<file path="src/rtl/pwve_pkg.sv">
`timescale 1ns / 1ps
`default_nettype none
package pwve_pkg;

  localparam int VOICES_DEF = 5;
  localparam int TBL_AW     = 8;
  localparam int TBL_DEPTH  = 256;
  localparam int PH_W       = 32;
  localparam int SMP_W      = 32;
  localparam int ENV_W      = 18;
  localparam int CNT_W      = 16;
  localparam int DAC_W      = 16;
  localparam int CFG_IW     = 3;
  localparam int PROD_W     = ENV_W + SMP_W;
  localparam int PROD_LSB   = 30;

  localparam logic [DAC_W-1:0] DAC_OFFSET = 16'd2048;

  localparam logic [CNT_W-1:0] ATTACK_STEP_RST    = 16'd327;
  localparam logic [CNT_W-1:0] DECAY_STEP_RST     = 16'd327;
  localparam logic [CNT_W-1:0] ATTACK_SAMPLES_RST = 16'd100;
  localparam logic [CNT_W-1:0] DECAY_SAMPLES_RST  = 16'd100;
  localparam logic [CNT_W-1:0] NOTE_SAMPLES_RST   = 16'd1000;

  typedef enum logic [1:0] {
    CMD_NOTE_ON = 2'd0,
    CMD_TICK    = 2'd1,
    CMD_TBL_WR  = 2'd2
  } cmd_t;

  typedef enum logic [CFG_IW-1:0] {
    REG_ATTACK_STEP    = 3'd0,
    REG_DECAY_STEP     = 3'd1,
    REG_ATTACK_SAMPLES = 3'd2,
    REG_DECAY_SAMPLES  = 3'd3,
    REG_NOTE_SAMPLES   = 3'd4
  } reg_idx_t;

  typedef enum logic [2:0] {
    S_IDLE,
    S_SEEK,
    S_READ,
    S_MULT,
    S_EMIT
  } state_t;

  // controller -> datapath
  typedef struct packed {
    logic note_on;
    logic tbl_wr;
    logic tick_start;
    logic seek;
    logic fetch;
    logic mult;
    logic emit;
  } dp_cmd_t;

  // datapath -> controller
  typedef struct packed {
    logic has_next;
    logic cur_last;
  } dp_stat_t;

  function automatic logic signed [ENV_W-1:0] sat_env(input logic signed [ENV_W:0] v);
    logic signed [ENV_W-1:0] r;
    if (v[ENV_W] != v[ENV_W-1]) begin
      r = v[ENV_W] ? {1'b1, {(ENV_W-1){1'b0}}} : {1'b0, {(ENV_W-1){1'b1}}};
    end else begin
      r = v[ENV_W-1:0];
    end
    return r;
  endfunction

endpackage
`default_nettype wire

</file>
<file path="src/rtl/pwve_ctrl.sv">
`timescale 1ns / 1ps
`default_nettype none
module pwve_ctrl (
  input  wire logic               clk,
  input  wire logic               rst_n,
  input  wire logic               in_valid,
  input  wire logic [1:0]         in_cmd,
  output logic                    in_ready,
  input  wire logic               out_ready,
  output logic                    out_valid,
  output pwve_pkg::dp_cmd_t       cmd,
  input  wire pwve_pkg::dp_stat_t stat
);
  import pwve_pkg::*;

  state_t state_r, state_nxt;
  logic   out_valid_r, out_valid_nxt;
  logic   in_acc;
  logic   emit_ok;

  assign in_acc  = in_valid && (state_r == S_IDLE);
  assign emit_ok = !out_valid_r || out_ready;

  always_comb begin
    state_nxt = state_r;
    unique case (state_r)
      S_IDLE: begin
        if (in_acc && in_cmd == CMD_TICK) state_nxt = S_SEEK;
      end
      S_SEEK: state_nxt = stat.has_next ? S_READ : S_IDLE;
      S_READ: state_nxt = S_MULT;
      S_MULT: state_nxt = S_EMIT;
      S_EMIT: begin
        if (emit_ok) state_nxt = stat.cur_last ? S_IDLE : S_SEEK;
      end
      default: state_nxt = S_IDLE;
    endcase
  end

  always_comb begin
    cmd      = '0;
    in_ready = 1'b0;
    unique case (state_r)
      S_IDLE: begin
        in_ready = 1'b1;
        if (in_acc) begin
          unique case (in_cmd)
            CMD_NOTE_ON: cmd.note_on    = 1'b1;
            CMD_TICK:    cmd.tick_start = 1'b1;
            CMD_TBL_WR:  cmd.tbl_wr     = 1'b1;
            default: ;
          endcase
        end
      end
      S_SEEK: cmd.seek  = stat.has_next;
      S_READ: cmd.fetch = 1'b1;
      S_MULT: cmd.mult  = 1'b1;
      S_EMIT: cmd.emit  = emit_ok;
      default: ;
    endcase
  end

  always_comb begin
    if (cmd.emit) out_valid_nxt = 1'b1;
    else if (out_ready) out_valid_nxt = 1'b0;
    else out_valid_nxt = out_valid_r;
  end

  assign out_valid = out_valid_r;

  always_ff @(posedge clk) begin
    if (!rst_n) begin
      state_r     <= S_IDLE;
      out_valid_r <= 1'b0;
    end else begin
      state_r     <= state_nxt;
      out_valid_r <= out_valid_nxt;
    end
  end

endmodule
`default_nettype wire

</file>
<file path="config.mk">
export PLATFORM = sky130hd
export DESIGN_NAME = pwve_ctrl
export DESIGN_NICKNAME = d
export VERILOG_FILES = /design/src/rtl/pwve_pkg.sv /design/src/rtl/pwve_ctrl.sv
export SDC_FILE = /design/constraint.sdc
export NUM_CORES = 1
export LEC_CHECK = 0
export ABC_AREA = 1
export BUFFER_PORTS_ARGS = -buffer_cell sky130_fd_sc_hd__buf_2
export CAP_MARGIN = 10
export CORE_AREA = 2 2 39 41
export CTS_CLUSTER_DIAMETER = 150
export DETAILED_ROUTE_END_ITERATION = 12
export DIE_AREA = 0 0 41 43
export SYNTH_ARGS = -nofsm -noshare
export SYNTH_HDL_FRONTEND = slang
export SYNTH_SLANG_ARGS = --single-unit
</file>
<file path="constraint.sdc">
create_clock -name clk -period 1 [get_ports clk]
set_input_delay 0.05 -clock clk [delete_from_list [all_inputs] [get_ports clk]]
set_output_delay 0.05 -clock clk [all_outputs]
set_load 0.01 [all_outputs]
</file>
==> impl_metrics.py <==
metrics = {
    "setup_path": {
        "start_kind": "flop",
        "criticalPathCategory": "flop to output pin",
        "crit_arrival_ns": 1.10,
        "critical_path_required_ns": 0.95,
        "worstPathMaxFanout": 3,
        "critPathCaptureType": "output pin",
    },
    "synthesis": {
        "syn-instance-count": 39,
        "post_synth_instance_area_um2": 265,
        "synth-seq-cells": 4,
        "ys_top_cells_by_area": "sky130_fd_sc_hd__dfxtp_1 30%, sky130_fd_sc_hd__inv_1 9.9%, sky130_fd_sc_hd__nor3_2 7.5%, sky130_fd_sc_hd__nor2_1 7.1%, sky130_fd_sc_hd__nand2_1 5.7%",
        "synthesis.yosys.warnings": 0,
        "yosysSeqAreaShare_pct": 30.2,
        "net_count_after_synthesis": 47,
        "top_cell_type_s_share_of_synthesized_area_pct": 30.2,
        "synth.largest_area_cell": "sky130_fd_sc_hd__dfxtp_1",
        "syn_area_per_cell_um2": 6.80,
        "synth_cell_type_count": 18,
    },
    "clock_network": {
        "clkSlewWorstSetupHoldPaths_ns": 0.03,
        "cts_num_sinks": 4,
        "cts.root.buffer_cell": "sky130_fd_sc_hd__clkbuf_4",
        "tritoncts": "yes",
        "clock_tree.buffer_depth": 2,
        "cts.htree.levels": 1,
        "insertion_delay_ns": 0.24,
        "cts_hold_repair.buffers": 0,
        "number_of_buffers_created_by_cts": 3,
    },
    "grt": {
        "grt_usage_pct": 10.8,
        "pin_count_of_the_biggest_net_entering_global_routing": 7,
        "grt-ovfl-total": 0,
        "grt_first_pass_wirelength_um": 1160,
        "grt_antenna_before_repair": 0,
        "via_count_of_the_first_global_routing_pass": 295,
    },
    "layout": {
        "multi_input_comb_area_um2": 169,
        "instances_no_fill": 80,
        "final_layout_size_suffix_gt1_share_pct": 70.3,
        "postLayoutCoreUtil_pct": 34.5,
        "layout.cells.most_common_list": "15 x sky130_fd_sc_hd__buf_2, 6 x sky130_fd_sc_hd__inv_1, 6 x sky130_fd_sc_hd__buf_4",
        "antenna_cells": 0,
        "final_common_cell": "sky130_fd_sc_hd__buf_2",
        "finalNetCount": 74,
        "fill_cells": 143,
        "ff_latch_area_um2": 83.8,
        "synthToLayoutAreaGrowth_pct": 80.2,
    },
    "floorplan": {
        "coreArea_um2": 1380,
        "dieHeight_um": 43,
        "num_io_pins": 17,
        "die-width_um": 41,
        "rows": 14,
        "floorplan.initialDensity_pct": 19.2,
        "design.die.area_um2": 1760,
    },
    "sta": {
        "rsz_0062_raised_after_global_routing": "yes",
        "final-setup-viol-count": 6,
        "clock-skew-final_ns": 0.00774,
        "max_slew_margin_pct": 89.2,
        "finalWorstSetupSlack_ns": -0.146,
        "timing.final.hold_violations": 0,
        "achievable-frequency_ghz": 0.872,
        "crit_share_post_route_pct": 115,
        "timing_worst_slew_pin_value_ns": 0.161,
        "finalWorstPathRequiredPeriod_ns": 1.15,
        "slew_violations": 0,
    },
    "placement": {
        "hpwl_um": 471,
        "gp_routability_congestion": 0.757,
        "place.detailed.instances": 70,
        "port_buffers": 16,
    },
    "pwr": {
        "pwr_density_cell_nw_per_um2": 1160,
        "peakVddDrop_mv": 0.488,
        "power_leakage_nw": 0.261,
    },
    "min_path": {
        "worstHoldPathType": "input port to flop",
    },
    "route": {
        "route.detailed.vias_per_inst": 4.25,
        "first_iter_violations": 1,
        "drtPass1Iterations": 3,
        "num_vias": 340,
        "final_antenna_net_count": 0,
        "postRouteWirelength_um": 854,
        "detail_route.wl_per_cell_um": 10.7,
        "remaining_drc_errors": 0,
    },
    "status": {
        "run_status": "finished with violations",
        "failing_checks": "negative setup slack",
    },
    "flow_run": {
        "cap_viol_max_count": 0,
    },
}
## final timing paths
path                                              start  slack (ns)  depth (start not counted)                       to
worst max-delay path            state_r[0]$_SDFFE_PN0P_       -0.15                          6                   cmd[6]
worst max register to register  state_r[0]$_SDFFE_PN0P_        0.01                          7  state_r[0]$_SDFFE_PN0P_
worst min register to register   out_valid$_SDFFE_PN0P_        0.57                          4  state_r[2]$_SDFFE_PN0P_
worst min-delay path                              rst_n        0.04                          3  state_r[0]$_SDFFE_PN0P_
## Yosys cell counts
| cell type | n |
|---|---|
| sky130_fd_sc_hd__a21oi_1 | 1 |
| sky130_fd_sc_hd__a21oi_2 | 1 |
| sky130_fd_sc_hd__buf_4 | 1 |
| sky130_fd_sc_hd__dfxtp_1 | 4 |
| sky130_fd_sc_hd__inv_1 | 7 |
| sky130_fd_sc_hd__inv_2 | 3 |
| sky130_fd_sc_hd__nand2_1 | 4 |
| sky130_fd_sc_hd__nand2_2 | 2 |
| sky130_fd_sc_hd__nand2_4 | 1 |
| sky130_fd_sc_hd__nand3_1 | 2 |
| sky130_fd_sc_hd__nand4_1 | 1 |
| sky130_fd_sc_hd__nor2_1 | 5 |
| sky130_fd_sc_hd__nor2_2 | 1 |
| sky130_fd_sc_hd__nor2_4 | 1 |
| sky130_fd_sc_hd__nor3_1 | 1 |
| sky130_fd_sc_hd__nor3_2 | 2 |
| sky130_fd_sc_hd__o21ai_0 | 1 |
| sky130_fd_sc_hd__o21ai_1 | 1 |
## cell families after synthesis
family          after synthesis  share of synthesized area [%]
buf+inv                      11                           17.0
simple gates                 20                           43.9
compound gates                4                           8.96
flops                         4                           30.2
## sequential cells by signal (all words and copies together), names as in the netlist
register   cells
state_r        3
out_valid      1
## report_power, final
part | total (W) | leakage [nW] | internal (W) | switching [W]
combinational | 0.000171 | 0.213 | 0.0000807 | 0.0000900
clock | 0.000210 | 0.0138 | 0.000135 | 0.0000753
sequential | 0.000173 | 0.0338 | 0.000169 | 0.00000457
## routing by layer
layer	GRT usage, %	vias up	routed length (um)
met2	15.6	17	439
met3	4.71	4	89
met5	0	-	0
met4	10.0	0	15
met1	10.9	151	310
li1	-	168	-
## timing repair
| item | 4_1_cts | 5_1_grt |
|---|---|---|
| buffers inserted | 8 | 1 |
| gates resized for setup | 6 | 8 |
| pin swaps | 1 | 3 |
| setup endpoints to repair | 8 | 10 |
| cloned | 0 | 0 |
## stage by stage
| stage | hold slack (ns) | cell area, um2 | TNS [ns] | setup WS [ns] | power, W |
|---|---|---|---|---|---|
| after floorplan | 0.133 | 265 | 0 | 0.116 | 0.000246 |
| after global placement | 0.296 | 358 | 0 | 0.0733 | 0.000286 |
| after detailed placement | 0.298 | 358 | 0 | 0.0659 | 0.000287 |
| after CTS | 0.0431 | 449 | -0.599 | -0.152 | 0.000532 |
| after global routing | 0.0506 | 478 | -1.10 | -0.218 | 0.000571 |
| final | 0.0422 | 478 | -0.600 | -0.146 | 0.000554 |
## critical path: stages (launching register included)
cell	delay, ns
sky130_fd_sc_hd__dfxtp_2	0.31
sky130_fd_sc_hd__inv_2	0.07
sky130_fd_sc_hd__nand2_4	0.07
sky130_fd_sc_hd__nor2_4	0.09
sky130_fd_sc_hd__nand2_2	0.08
sky130_fd_sc_hd__nor3_2	0.09
sky130_fd_sc_hd__buf_2	0.14
## layout make-up
type / count / share of cell area, %
multi-input cells: 24 / 35.3
inverters: 10 / 8.38
well taps: 16 / 4.19
clock buffers: 3 / 4.71
flip-flops and latches: 4 / 17.5
repair buffers: 23 / 29.8
Power figures use the tool's default switching activity.
